File: src/etf_pkg.sv
// Shared types, constants and saturation helper for the escape-time fractal iterator.
package etf_pkg;

   localparam int SCREEN_WIDTH  = 1024;
   localparam int SCREEN_HEIGHT = 1024;

   localparam int PIX_W     = 10;
   localparam int ITER_W    = 10;
   localparam int MODE_W    = 2;
   localparam int Q_W       = 32;
   localparam int FRAC_W    = 24;
   localparam int WIDE_W    = 2 * Q_W;
   localparam int CSR_IDX_W = 3;

   localparam int HALF_X = SCREEN_WIDTH / 2;
   localparam int HALF_Y = SCREEN_HEIGHT / 2;

   localparam int AXIS_BITS_X = (PIX_W > $clog2(SCREEN_WIDTH)) ? PIX_W : $clog2(SCREEN_WIDTH);
   localparam int AXIS_BITS_Y = (PIX_W > $clog2(SCREEN_HEIGHT)) ? PIX_W : $clog2(SCREEN_HEIGHT);
   localparam int D_W = ((AXIS_BITS_X > AXIS_BITS_Y) ? AXIS_BITS_X : AXIS_BITS_Y) + 1;
   localparam int PROD_W = D_W + Q_W;

   localparam logic [WIDE_W-1:0] FOUR_WIDE = WIDE_W'(4) << (2 * FRAC_W);
   localparam logic signed [WIDE_W-1:0] Q_MAX_WIDE = (WIDE_W'(1) << (Q_W - 1)) - WIDE_W'(1);
   localparam logic signed [WIDE_W-1:0] Q_MIN_WIDE = ~Q_MAX_WIDE;

   localparam logic [MODE_W-1:0] MODE_MANDEL = 2'd0;
   localparam logic [MODE_W-1:0] MODE_JULIA  = 2'd1;
   localparam logic [MODE_W-1:0] MODE_SHIP   = 2'd2;

   typedef enum logic [CSR_IDX_W-1:0] {
      CSR_MODE     = 3'd0,
      CSR_MAX_ITER = 3'd1,
      CSR_STEP_X   = 3'd2,
      CSR_STEP_Y   = 3'd3,
      CSR_OFFSET_X = 3'd4,
      CSR_OFFSET_Y = 3'd5,
      CSR_JULIA_RE = 3'd6,
      CSR_JULIA_IM = 3'd7
   } csr_index_type;

   localparam logic [MODE_W-1:0]     RST_MODE     = MODE_MANDEL;
   localparam logic [ITER_W-1:0]     RST_MAX_ITER = 10'd150;
   localparam logic signed [Q_W-1:0] RST_STEP     = 32'sd163840;
   localparam logic signed [Q_W-1:0] RST_OFFSET   = 32'sd1677722;
   localparam logic signed [Q_W-1:0] RST_JULIA_RE = -32'sd11744051;
   localparam logic signed [Q_W-1:0] RST_JULIA_IM = 32'sd4529848;

   typedef struct packed {
      logic [MODE_W-1:0]     mode;
      logic [ITER_W-1:0]     max_iter;
      logic signed [Q_W-1:0] step_x;
      logic signed [Q_W-1:0] step_y;
      logic signed [Q_W-1:0] offset_x;
      logic signed [Q_W-1:0] offset_y;
      logic signed [Q_W-1:0] julia_re;
      logic signed [Q_W-1:0] julia_im;
   } cfg_type;

   typedef struct packed {
      logic capture;
      logic map_mul;
      logic map_add;
      logic iter_mul;
      logic iter_test;
      logic emit;
   } cmd_type;

   typedef struct packed {
      logic stop;
      logic out_free;
   } status_type;

   function automatic logic signed [Q_W-1:0] sat_q(input logic signed [WIDE_W-1:0] v);
      logic signed [WIDE_W-1:0] r;
      if (v > Q_MAX_WIDE) begin
         r = Q_MAX_WIDE;
      end else if (v < Q_MIN_WIDE) begin
         r = Q_MIN_WIDE;
      end else begin
         r = v;
      end
      return $signed(r[Q_W-1:0]);
   endfunction

endpackage

File: src/etf_ctrl.sv
// Sequencing state machine of the escape-time fractal iterator.
module etf_ctrl (
   input  logic                clock,
   input  logic                reset,
   input  logic                req_valid,
   output logic                req_ready,
   input  etf_pkg::status_type status,
   output etf_pkg::cmd_type    cmd
);
   import etf_pkg::*;

   typedef enum logic [5:0] {
      ST_IDLE    = 6'b000001,
      ST_MAP_MUL = 6'b000010,
      ST_MAP_ADD = 6'b000100,
      ST_MUL     = 6'b001000,
      ST_TEST    = 6'b010000,
      ST_EMIT    = 6'b100000
   } state_type;

   state_type state_ff;
   state_type state_in;

   always_comb begin
      state_in  = state_ff;
      cmd       = '0;
      req_ready = 1'b0;
      unique case (state_ff)
         ST_IDLE: begin
            req_ready = 1'b1;
            if (req_valid) begin
               cmd.capture = 1'b1;
               state_in    = ST_MAP_MUL;
            end
         end
         ST_MAP_MUL: begin
            cmd.map_mul = 1'b1;
            state_in    = ST_MAP_ADD;
         end
         ST_MAP_ADD: begin
            cmd.map_add = 1'b1;
            state_in    = ST_MUL;
         end
         ST_MUL: begin
            cmd.iter_mul = 1'b1;
            state_in     = ST_TEST;
         end
         ST_TEST: begin
            cmd.iter_test = 1'b1;
            state_in      = status.stop ? ST_EMIT : ST_MUL;
         end
         ST_EMIT: begin
            if (status.out_free) begin
               cmd.emit = 1'b1;
               state_in = ST_IDLE;
            end
         end
         default: state_in = ST_IDLE;
      endcase
   end

   always_ff @(posedge clock) begin
      if (reset) begin
         state_ff <= ST_IDLE;
      end else begin
         state_ff <= state_in;
      end
   end

endmodule

File: config.mk
export PLATFORM = sky130hd
export DESIGN_NAME = etf_ctrl
export DESIGN_NICKNAME = d
export VERILOG_FILES = /design/src/etf_pkg.sv /design/src/etf_ctrl.sv
export SDC_FILE = /design/constraint.sdc
export NUM_CORES = 1
export LEC_CHECK = 0
export BUFFER_PORTS_ARGS = -buffer_cell sky130_fd_sc_hd__buf_2
export CAP_MARGIN = 20
export CORE_AREA = 2 2 39 41
export CTS_BUF_LIST = sky130_fd_sc_hd__clkbuf_2
export CTS_CLUSTER_DIAMETER = 120
export CTS_CLUSTER_SIZE = 25
export DETAILED_ROUTE_END_ITERATION = 6
export DIE_AREA = 0 0 41 43
export HOLD_SLACK_MARGIN = 0.03
export REMOVE_ABC_BUFFERS = 1
export SYNTH_ARGS = -nofsm -noshare
export SYNTH_HDL_FRONTEND = slang
export SYNTH_SLANG_ARGS = --single-unit
File: constraint.sdc
create_clock -name clock -period 2.92 [get_ports clock]
set_input_delay 0.584 -clock clock [delete_from_list [all_inputs] [get_ports clock]]
set_output_delay 0.584 -clock clock [all_outputs]
set_load 0.005 [all_outputs]
=== Word-level counts from Yosys, hierarchy flattened ===
Cells that the tools add are included.

* Logic and storage cells: 23
* Output and inout port bits: 7
* Input port bits: 5
* Register bits: 6

* Equality and inequality tests: 8
* Muxes and demuxes: 13
* Reduce and logical (&&, ||, !) cells: 1

{| class="wikitable"
|+ Operator list
! kind !! number
|-
| case mux 6 bit (6 select lines) || 1
|-
| 2-to-1 mux 6 bit || 3
|-
| 2-to-1 mux 1 bit || 9
|-
| equality test 6 x 1 -> 1 bit (second input constant) || 1
|-
| equality test 6 x 2 -> 1 bit (second input constant) || 1
|-
| equality test 6 x 3 -> 1 bit (second input constant) || 1
|-
| equality test 6 x 4 -> 1 bit (second input constant) || 1
|-
| equality test 6 x 5 -> 1 bit (second input constant) || 1
|-
| equality test 6 bit (second input constant) || 1
|-
| inequality test 2 bit (second input constant) || 2
|-
| AND reduction 2 bit || 1
|}

=== Depth between registers and ports, before layout ===
* Depth after elaboration: 3
* Mapped depth: 5
* Depth with buffers taken out: 3

=== Worst setup path before layout ===
No wires, ideal clock.

* Path kind: reg2out
* Start: register state_ff[0]
* End: output cmd[1] in the netlist's numbering
* Path slack: 1163 ps
* Stages on the path, launching flop included: 5
* Buffers on the path: 2
* Data arrival time: 1173 ps
* Data required time: 2336 ps
* Path through: dfxtp_1 buf_6 or4_1 buf_2 nor2_1

{| class="wikitable"
|+ RTL lines
! item !! RTL line !! source
|-
| start, declared || etf_ctrl.sv:21 || <nowiki>state_type state_ff;</nowiki>
|-
| start signal, assigned || etf_ctrl.sv:66 || <nowiki>state_ff <= state_in;</nowiki>
|-
| end, declared || etf_ctrl.sv:8 || <nowiki>output etf_pkg::cmd_type cmd</nowiki>
|}

==> flow_summary.yaml <==
drt:
  initialDrtViolationCount: 2
  firstDrtPassIters: 2
  vias_per_cell: 4.98
  dr_total_vias: 329
  post-route-drc-count: 0
  antenna_left: 0
  routed_wl_um: 714
  wl_per_cell_um: 10.8
worst_setup_path:
  cp_max_fo: 4
  r2r_cells: 3
  required_ns: 2.34
  cpPeakStageDelay_ns: 0.45
  reg2reg_slack_ns: 1.22
  end_kind: "output port"
  crit_arrival_ns: 1.51
  path_cells: "nor4_1 -> and3b_1 -> and2_1 -> buf_2"
  r2r-end: "state_ff[5]"
  startpoint: "state_ff[3]"
  critPathKind: "flip-flop to output port"
  r2r_start: "state_ff[0]"
  slowest_stage: "nor4_1"
  startpoint_type: "flip-flop"
clock_network:
  root_buffer: "clkbuf_2"
  ctsLongestPathBuffers: 2
  cts_inserted_buffers: 3
  cts_resized: 0
  cts_max_level: 1
  cts_tree: "built"
  clock_sinks: 6
  post_cts_buffers: 0
  insertion_delay_ns: 0.23
  clk_pin_slew_ns: 0.07
  ctsHoldBuffers: 0
logic_synthesis:
  yosysSeqAreaShare: 0.343
  synth_top_area_frac: 0.343
  ys.flop_type: "dfxtp_1"
  synth_edf_count: 0
  synth_area_leaders: "dfxtp_1, and3b_1, nor3_1, nor3b_1, a211oi_2"
  yosys.cell_types.count: 25
  syn_avg_cell_area_sq_um: 9.22
  syn_area_sq_um: 350
  postSynth.asyncResetShare: 0
  yosysWarnings: 0
  synth-seq-cells: 6
  yosysTopAreaCell: "dfxtp_1"
  syn_inst: 38
grt:
  grt_max_degree: 11
  gr-total-overflow: 0
  grt_pass1_vias: 284
  antenna_found_initial: 0
  grt_usage: 0.0965
  grt_pass1_wl_um: 1110
floorplan:
  dieArea_sq_um: 1760
  initial_core_util: 0.253
  die_y_um: 43
  die_w_um: 41
  coreArea_sq_um: 1380
  fp-row-count: 14
  num_io_pins: 12
layout:
  largest_register: "state_ff"
  largest_register_ffs: 6
  antenna_cells: 0
  final_nets: 57
  fill_cells: 151
  drive_gt1_frac: 0.360
  areaGrowthSynthToFinish_pct: 21.1
  reg_top3: "state_ff (6)"
min_path:
  holdPathEnd: "state_ff[4]"
  hp-class: "flip-flop to flip-flop"
  min_from: "state_ff[3]"
  hold_depth: 2
status:
  outcome: "finished clean"
timing:
  setup_viol: 0
  hold_viol: 0
  slew_viol_final: 0
  worst_slew_pin_slew_ns: 0.451
  fmax_ghz: 0.478
  timing.final.crit_period_ns: 2.09
  rsz0062_at_grt: "false"
  whs_ns: 0.552
  setup_tns_ns: 0
  finClkSkew_ns: 0.0140
  max-slew-margin-rel: 0.697
  period_share: 0.717
power:
  p_leak_uw: 0.000185
  peakVddDrop_v: 0.000167
  p_per_area_nw_per_um2: 520
run:
  max-cap-violations: 0
placed_design:
  place_congestion: 0.650
  port_buffers: 11
[where the power goes]
part	internal [uW]	leakage, uW	total, uW	switching [uW]
sequential	89.2	0.0000490	102	13.1
clock	27.9	0.0000125	59.1	31.3
combinational	32.5	0.000123	59.1	26.6
[how the worst max path moves through the flow]
stage	cells after the start	end
floorplan	2	cmd[1]
global placement	3	cmd[2]
detailed placement	4	cmd[5]
CTS	4	cmd[5]
global route	4	cmd[5]
finish	4	cmd[5]
[worst max-delay path, delay by kind of cell, from the launching register on]
kind	cells	cell delay, ns
DFF	1	0.33
and+or+nand+nor	3	0.84
buffers and inverters	1	0.11
[per-stage QoR]
step	worst slack (ns)	cell area, sq um	util	instances	total power, uW
3_3_place_gp	1.09	409	0.296	63	165
3_5_place_dp	1.08	409	0.296	63	163
5_1_grt	0.647	424	0.307	66	240
4_1_cts	0.814	424	0.307	66	225
6_report	0.827	424	0.307	66	221
2_1_floorplan	1.23	334	-	36	142
[synth_stat cells, types with 2 or more instances]
| cell | count |
|---|---|
| nor3_1 | 3 |
| nor3b_1 | 2 |
| and3b_1 | 2 |
| dfxtp_1 | 6 |
| nor2_1 | 3 |
| o21ai_0 | 2 |
| nand2b_1 | 2 |
[cells by family (layout without fill, tap and decap cells)]
kind of cell / Yosys count / in the layout / synth area share
flip-flops: 6 / 6 / 0.343
AND/OR/NAND/NOR: 21 / 21 / 0.407
AO/OA/AOI/OAI: 7 / 7 / 0.168
buffers and inverters: 3 / 15 / 0.0571
XOR/XNOR: 1 / 1 / 0.0250
[layout make-up]
class	instances	area, sq um	share of cell area
Sequential cell	6	120	0.283
Clock buffer	3	15.0	0.0354
Inverter	1	3.75	0.00885
Multi-Input combinational cell	29	210	0.496
Tap cell	16	20.0	0.0472
Timing Repair Buffer	11	55.1	0.130
[layer usage]
metal  up-vias  global-route usage  wire length, um
li1        169                   -                -
met1       151               0.110              348
met2         9               0.138              307
met3         0              0.0628               59
met4         0              0.0400                0
met5         -                   0                0
[placed cells by master (no fill, tap or decap)]
| master | n |
|---|---|
| clkbuf_2 | 3 |
| a311o_1 | 1 |
| nand2b_1 | 2 |
| o211ai_1 | 1 |
| and3_1 | 1 |
| a211oi_2 | 1 |
| o21ba_2 | 1 |
| o21ai_0 | 2 |
| or4_1 | 1 |
| and4b_1 | 1 |
| and3b_1 | 2 |
| dfxtp_1 | 6 |
| or3_1 | 1 |
| nor2b_1 | 1 |
| xor2_1 | 1 |
| nor4bb_1 | 1 |
| a21o_2 | 1 |
| nor3_1 | 3 |
| and4bb_2 | 1 |
| nor3b_1 | 2 |
| nor4_1 | 1 |
| and2_1 | 1 |
| inv_1 | 1 |
| buf_2 | 11 |
| nor2_1 | 3 |
(Power assumes the default switching activity.)
