===== src/etf_pkg.sv =====
// Shared types, constants and saturation helper for the escape-time fractal iterator.
package etf_pkg;

   localparam int SCREEN_WIDTH  = 1024;
   localparam int SCREEN_HEIGHT = 1024;

   localparam int PIX_W     = 10;
   localparam int ITER_W    = 10;
   localparam int MODE_W    = 2;
   localparam int Q_W       = 32;
   localparam int FRAC_W    = 24;
   localparam int WIDE_W    = 2 * Q_W;
   localparam int CSR_IDX_W = 3;

   localparam int HALF_X = SCREEN_WIDTH / 2;
   localparam int HALF_Y = SCREEN_HEIGHT / 2;

   localparam int AXIS_BITS_X = (PIX_W > $clog2(SCREEN_WIDTH)) ? PIX_W : $clog2(SCREEN_WIDTH);
   localparam int AXIS_BITS_Y = (PIX_W > $clog2(SCREEN_HEIGHT)) ? PIX_W : $clog2(SCREEN_HEIGHT);
   localparam int D_W = ((AXIS_BITS_X > AXIS_BITS_Y) ? AXIS_BITS_X : AXIS_BITS_Y) + 1;
   localparam int PROD_W = D_W + Q_W;

   localparam logic [WIDE_W-1:0] FOUR_WIDE = WIDE_W'(4) << (2 * FRAC_W);
   localparam logic signed [WIDE_W-1:0] Q_MAX_WIDE = (WIDE_W'(1) << (Q_W - 1)) - WIDE_W'(1);
   localparam logic signed [WIDE_W-1:0] Q_MIN_WIDE = ~Q_MAX_WIDE;

   localparam logic [MODE_W-1:0] MODE_MANDEL = 2'd0;
   localparam logic [MODE_W-1:0] MODE_JULIA  = 2'd1;
   localparam logic [MODE_W-1:0] MODE_SHIP   = 2'd2;

   typedef enum logic [CSR_IDX_W-1:0] {
      CSR_MODE     = 3'd0,
      CSR_MAX_ITER = 3'd1,
      CSR_STEP_X   = 3'd2,
      CSR_STEP_Y   = 3'd3,
      CSR_OFFSET_X = 3'd4,
      CSR_OFFSET_Y = 3'd5,
      CSR_JULIA_RE = 3'd6,
      CSR_JULIA_IM = 3'd7
   } csr_index_type;

   localparam logic [MODE_W-1:0]     RST_MODE     = MODE_MANDEL;
   localparam logic [ITER_W-1:0]     RST_MAX_ITER = 10'd150;
   localparam logic signed [Q_W-1:0] RST_STEP     = 32'sd163840;
   localparam logic signed [Q_W-1:0] RST_OFFSET   = 32'sd1677722;
   localparam logic signed [Q_W-1:0] RST_JULIA_RE = -32'sd11744051;
   localparam logic signed [Q_W-1:0] RST_JULIA_IM = 32'sd4529848;

   typedef struct packed {
      logic [MODE_W-1:0]     mode;
      logic [ITER_W-1:0]     max_iter;
      logic signed [Q_W-1:0] step_x;
      logic signed [Q_W-1:0] step_y;
      logic signed [Q_W-1:0] offset_x;
      logic signed [Q_W-1:0] offset_y;
      logic signed [Q_W-1:0] julia_re;
      logic signed [Q_W-1:0] julia_im;
   } cfg_type;

   typedef struct packed {
      logic capture;
      logic map_mul;
      logic map_add;
      logic iter_mul;
      logic iter_test;
      logic emit;
   } cmd_type;

   typedef struct packed {
      logic stop;
      logic out_free;
   } status_type;

   function automatic logic signed [Q_W-1:0] sat_q(input logic signed [WIDE_W-1:0] v);
      logic signed [WIDE_W-1:0] r;
      if (v > Q_MAX_WIDE) begin
         r = Q_MAX_WIDE;
      end else if (v < Q_MIN_WIDE) begin
         r = Q_MIN_WIDE;
      end else begin
         r = v;
      end
      return $signed(r[Q_W-1:0]);
   endfunction

endpackage


===== src/etf_csr.sv =====
// Configuration register bank of the escape-time fractal iterator.
module etf_csr (
   input  logic                          clock,
   input  logic                          reset,
   input  logic                          csr_wr_en,
   input  logic [etf_pkg::CSR_IDX_W-1:0] csr_index,
   input  logic [etf_pkg::Q_W-1:0]       csr_wr_data,
   output etf_pkg::cfg_type              cfg
);
   import etf_pkg::*;

   cfg_type cfg_ff;
   cfg_type cfg_in;

   always_comb begin
      cfg_in = cfg_ff;
      if (csr_wr_en) begin
         unique case (csr_index)
            CSR_MODE:     cfg_in.mode     = csr_wr_data[MODE_W-1:0];
            CSR_MAX_ITER: cfg_in.max_iter = csr_wr_data[ITER_W-1:0];
            CSR_STEP_X:   cfg_in.step_x   = $signed(csr_wr_data);
            CSR_STEP_Y:   cfg_in.step_y   = $signed(csr_wr_data);
            CSR_OFFSET_X: cfg_in.offset_x = $signed(csr_wr_data);
            CSR_OFFSET_Y: cfg_in.offset_y = $signed(csr_wr_data);
            CSR_JULIA_RE: cfg_in.julia_re = $signed(csr_wr_data);
            CSR_JULIA_IM: cfg_in.julia_im = $signed(csr_wr_data);
            default:      cfg_in = cfg_ff;
         endcase
      end
   end

   always_ff @(posedge clock) begin
      if (reset) begin
         cfg_ff.mode     <= RST_MODE;
         cfg_ff.max_iter <= RST_MAX_ITER;
         cfg_ff.step_x   <= RST_STEP;
         cfg_ff.step_y   <= RST_STEP;
         cfg_ff.offset_x <= RST_OFFSET;
         cfg_ff.offset_y <= RST_OFFSET;
         cfg_ff.julia_re <= RST_JULIA_RE;
         cfg_ff.julia_im <= RST_JULIA_IM;
      end else begin
         cfg_ff <= cfg_in;
      end
   end

   assign cfg = cfg_ff;

endmodule


===== config.mk =====
export PLATFORM = sky130hd
export DESIGN_NAME = etf_csr
export DESIGN_NICKNAME = d
export VERILOG_FILES = /design/src/etf_pkg.sv /design/src/etf_csr.sv
export SDC_FILE = /design/constraint.sdc
export NUM_CORES = 1
export LEC_CHECK = 0
export BUFFER_PORTS_ARGS = -buffer_cell sky130_fd_sc_hd__buf_2
export CORE_ASPECT_RATIO = 1.2
export CORE_MARGIN = 5
export CORE_UTILIZATION = 25
export DETAILED_ROUTE_END_ITERATION = 8
export SYNTH_ARGS = -nofsm -noshare
export SYNTH_HDL_FRONTEND = slang
export SYNTH_SLANG_ARGS = --single-unit

===== constraint.sdc =====
create_clock -name clock -period 1.3 [get_ports clock]
set_clock_uncertainty 0.05 [all_clocks]
set_input_delay 0.26 -clock clock [delete_from_list [all_inputs] [get_ports clock]]
set_output_delay 0.26 -clock clock [all_outputs]
set_load 0.02 [all_outputs]

Yosys cells after proc, flatten, opt, wreduce, memory -nomap -nowiden

Index checks and enable logic that the tools add are counted.

Equality and inequality tests: 7
Muxes and demuxes: 0
Reductions and logical operators: 9
$add $sub $neg: 0
Magnitude comparators: 0
Multiply operators: 0
Shift operators: 0
Divide/modulo/power cells: 0
Bitwise operators: 0

Operators with widths:

| kind                                          | count |
|---|---|
| AND reduction 2 bit                           | 8 |
| == test 3 bit, second input constant          | 4 |
| == test 3 x 2 -> 1 bit, second input constant | 2 |
| == test 3 x 1 -> 1 bit, second input constant | 1 |
| logical NOT 3 bit                             | 1 |

Memories kept: 0
Word-level logic and storage cells: 24
Output and inout port bits: 204
Input bits: 38
Bits in latches: 0
Register bits: 204
ROM bits: 0
Memory bits (writable): 0

Logic depth before layout (Yosys ltp)

Depth after elaboration: 2
Depth in mapped cells: 5
Mapped depth without buffers: 2

Worst setup path after synthesis

Ideal clock, no wire load.

Path type: input port to flip-flop
From: input csr_index[1] (netlist name)
To: register cfg_ff (netlist bit cfg[165])
Setup time: 72 ps
Data required time: 1178 ps
Slack: 49 ps
Path buffers: 3
Cell stages on the path: 5
Arrival: 1129 ps
Cell sequence: clkbuf_2 and4bb_2 buf_4 buf_6 mux2i_1

Word-level cells in the longest chain between the ends: 2

Ends and longest elaborated chain:

| what                                 | RTL line      | source |
|---|---|---|
| from (decl)                          | etf_csr.sv:6  | `input logic [etf_pkg::CSR_IDX_W-1:0] csr_index,` |
| == test 3 x 2 -> 1 bit               | etf_csr.sv:18 | `unique case (csr_index)` |
| AND reduction 2 bit (no source line) | --            |  |
| to (signal assigned)                 | etf_csr.sv:43 | `cfg_ff <= cfg_in;` |
| to (decl)                            | etf_csr.sv:12 | `cfg_type cfg_ff;` |

Every way passes these cells.
A chain may end at the register's enable or synchronous reset.

Final worst setup path

From: register cfg_ff (netlist bit cfg[106])
To: output cfg[106] (netlist name)

RTL lines:

| what      | RTL line     | source |
|---|---|---|
| to (decl) | etf_csr.sv:8 | `output etf_pkg::cfg_type cfg` |

No word-level cell between the ends.

==> flow_summary.toml <==
[power]
ir_drop_uv = 760
p_clk_frac = 0.442
power.switching_w = 0.00344
cellLeakagePower_nw = 6.03
p_int_w = 0.0109
power_density_nw_per_um2 = 1110
combPwrFrac = 0.101
seq_power_share = 0.456
power.share.switching = 0.240
finalPower_w = 0.0143

[logic_synthesis]
yosys-top-cells-area = "dfxtp_1 (51%), mux2i_1 (26%), nand2b_1 (14%)"
synth-seq-cells = 204
synth-edff-count = 0
ys.flop_type = "dfxtp_1"
yosysWarningCount = 0
ys_top_cells_by_count = "dfxtp_1 (204), mux2i_1 (204), nand2b_1 (175), nor2_1 (90), clkbuf_1 (24)"
syn-cell-area_sq_um = 8010
yosysTopAreaCellShare = 0.510
synth.avg_cell_area_sq_um = 10.8
ys_seq_area_frac = 0.510
synth.distinct_cells = 17
syn-instance-count = 743
synthesis.nets = 781
async_flop_share = 0
yosysTopAreaCell = "dfxtp_1"

[timing]
whs_ns = 0.00874
fmaxAchievable_mhz = 764
min_period_over_period = 1.01
finalWorstSetupSlack_ns = -0.00950
setup_tns_ns = -0.0128
maxSlewHeadroom = 0.750
rsz0062_at_grt = "true"
hold_viol_final = 0
setup_viol = 4
worstMarginPinSlew_ns = 0.373
min_period_ns = 1.31
maxSlewViolCount = 0

[route]
drtPass1Iterations = 4
drc = 0
drtIter0Drc = 239
wire_per_inst_microns = 17.8
vias = 6401
wirelength_microns = 26500
drtAntennaViolNets = 0
avgViaCountPerCell = 4.30

[run_status]
outcome = "finished, violations left"
violations = "negative setup slack"

[setup_path]
r2r_setup_slack_ns = 0.44
cp_cell_sequence = "buf_6"
crit_type = "flip-flop to output pin"
path_depth = 1
cp_max_fo = 2
crit_path_end = "cfg[106]"
end_kind = "output pin"
cp-start-kind = "flip-flop"
cp_data_required_time_ns = 0.99
critical_path.top_delay_family = "flip-flops"
worstSetupStartpoint = "cfg[106]$_SDFFE_PP0P_"
crit_path_top_delay_cell = "dfxtp_2"
r2r_end = "cfg[163]$_SDFFE_PP0P_"
worstRegToRegCells = 4
path_buf_inv = 1
crit_arrival_ns = 1.00
rr_startpoint = "cfg[163]$_SDFFE_PP0P_"
cpPeakStageDelay_ns = 0.36

[finish]
largest_reg_flops = 204
layout.nets = 1111
diodes = 0
drive_above_1_share = 0.541
layout.cells.non_filler = 1487
fillers = 3007
area_growth_pct = 60.5

[flow_run]
maxCapViolations = 0

[floorplanning]
initial_core_util = 0.255
die_y_microns = 206
rows = 71
design.die.area_sq_um = 35700
die_w_microns = 173
core_area_sq_um = 31400
ios = 242

[placed_design]
io_buffers = 241
dp.cells = 1376
place.gp.congestion = 0.758
dp_hpwl_microns = 18000

[global_route]
grt_pass1_wl_microns = 39800
gr-usage-met1 = 0.169
grt_max_degree = 40
use_met2 = 0.251
grt_overflow = 0
grt_antenna_before_repair = 0
grt_usage = 0.141
grt_pass1_vias = 6739
grt-busiest-layer = "met2"
grtUsageMet3 = 0.0382

[clock_tree]
path_clk_slew_ns = 0.06
cts_buffer_depth = 3
clock_latency_ns = 0.51
htree_levels = 1
numCtsBuffers = 23
cts_sinks = 204
tritoncts = "done"
root_buffer = "clkbuf_16"

[min_path]
hp-class = "input pin to flip-flop"
whs_path_depth = 3
## cell usage in the layout, fill, tap and decap left out, types with 3 or more instances in the layout
| cell type | Yosys | layout |
|---|---|---|
| dlygate4sd3_1 | 0 | 18 |
| clkbuf_16 | 0 | 23 |
| dfxtp_2 | 0 | 204 |
| clkbuf_8 | 0 | 5 |
| clkbuf_1 | 24 | 3 |
| nand2b_1 | 175 | 175 |
| buf_4 | 13 | 86 |
| mux2i_1 | 204 | 204 |
| buf_6 | 3 | 205 |
| buf_12 | 0 | 17 |
| buf_2 | 16 | 36 |
| nor2_1 | 90 | 90 |
| clkinv_2 | 0 | 3 |
## timing repair
item | 4_1_cts | 5_1_grt
setup endpoints to repair | 204 | 196
setup buffers | 18 | 37
gates resized for setup | 612 | 0
hold buffers | 18 | 0
endpoints found under the hold margin | 23 | 0
## power groups by stage
stage          combinational [W]  sequential [W]  clock, W
2_1_floorplan           0.000522         0.00677         0
3_3_place_gp             0.00120         0.00661         0
3_5_place_dp             0.00121         0.00661         0
4_1_cts                  0.00143         0.00653   0.00651
5_1_grt                  0.00155         0.00654   0.00678
6_report                 0.00145         0.00653   0.00632
## how the worst min path moves through the flow
stage / to / from / slack (ns)
after floorplan: cfg[15]$_SDFFE_PP0P_ / csr_wr_data[15] / 0.37
after global placement: cfg[174]$_SDFFE_PP0P_ / cfg[174]$_SDFFE_PP0P_ / 0.41
after detailed placement: cfg[113]$_SDFFE_PP0P_ / cfg[113]$_SDFFE_PP0P_ / 0.41
after CTS: cfg[167]$_SDFFE_PP0P_ / csr_wr_data[7] / 0.001
after global routing: cfg[97]$_SDFFE_PP1P_ / csr_wr_data[1] / 0.01
final: cfg[167]$_SDFFE_PP0P_ / csr_wr_data[7] / 0.009
## stage by stage
step	setup slack [ns]	instance area, sq um	utilization
2_1_floorplan	0.0495	8010	-
3_3_place_gp	-0.0759	10000	0.318
3_5_place_dp	-0.0945	10000	0.318
4_1_cts	-0.0316	12600	0.400
5_1_grt	-0.0516	12800	0.409
6_report	-0.00950	12800	0.409
## cell type report
type	instances	area, sq um	share of cell area
timing repair buffer	362	3650	0.284
clock buffer	31	656	0.0510
sequential	204	4340	0.338
clock inverter	7	68.8	0.00536
tap	401	502	0.0390
multi-input combinational	482	3630	0.282
## routing by layer
layer,up-vias,share of wire
met4,0,0.022
met5,-,0
li1,3108,-
met2,166,0.50
met3,41,0.057
met1,3086,0.42
## cell families (layout without fill, tap and decap cells)
kind of cell,Yosys count,in the layout,share of synthesized area
and+or+nand+nor,278,278,0.196
muxes,204,204,0.255
DFF,204,204,0.510
buffers and inverters,57,400,0.0383
## tightest hold or removal path, stage by stage
cell	delay, ns
buf_2	0.10
nand2b_1	0.09
mux2i_1	0.07
Power figures use the tool's default switching activity.
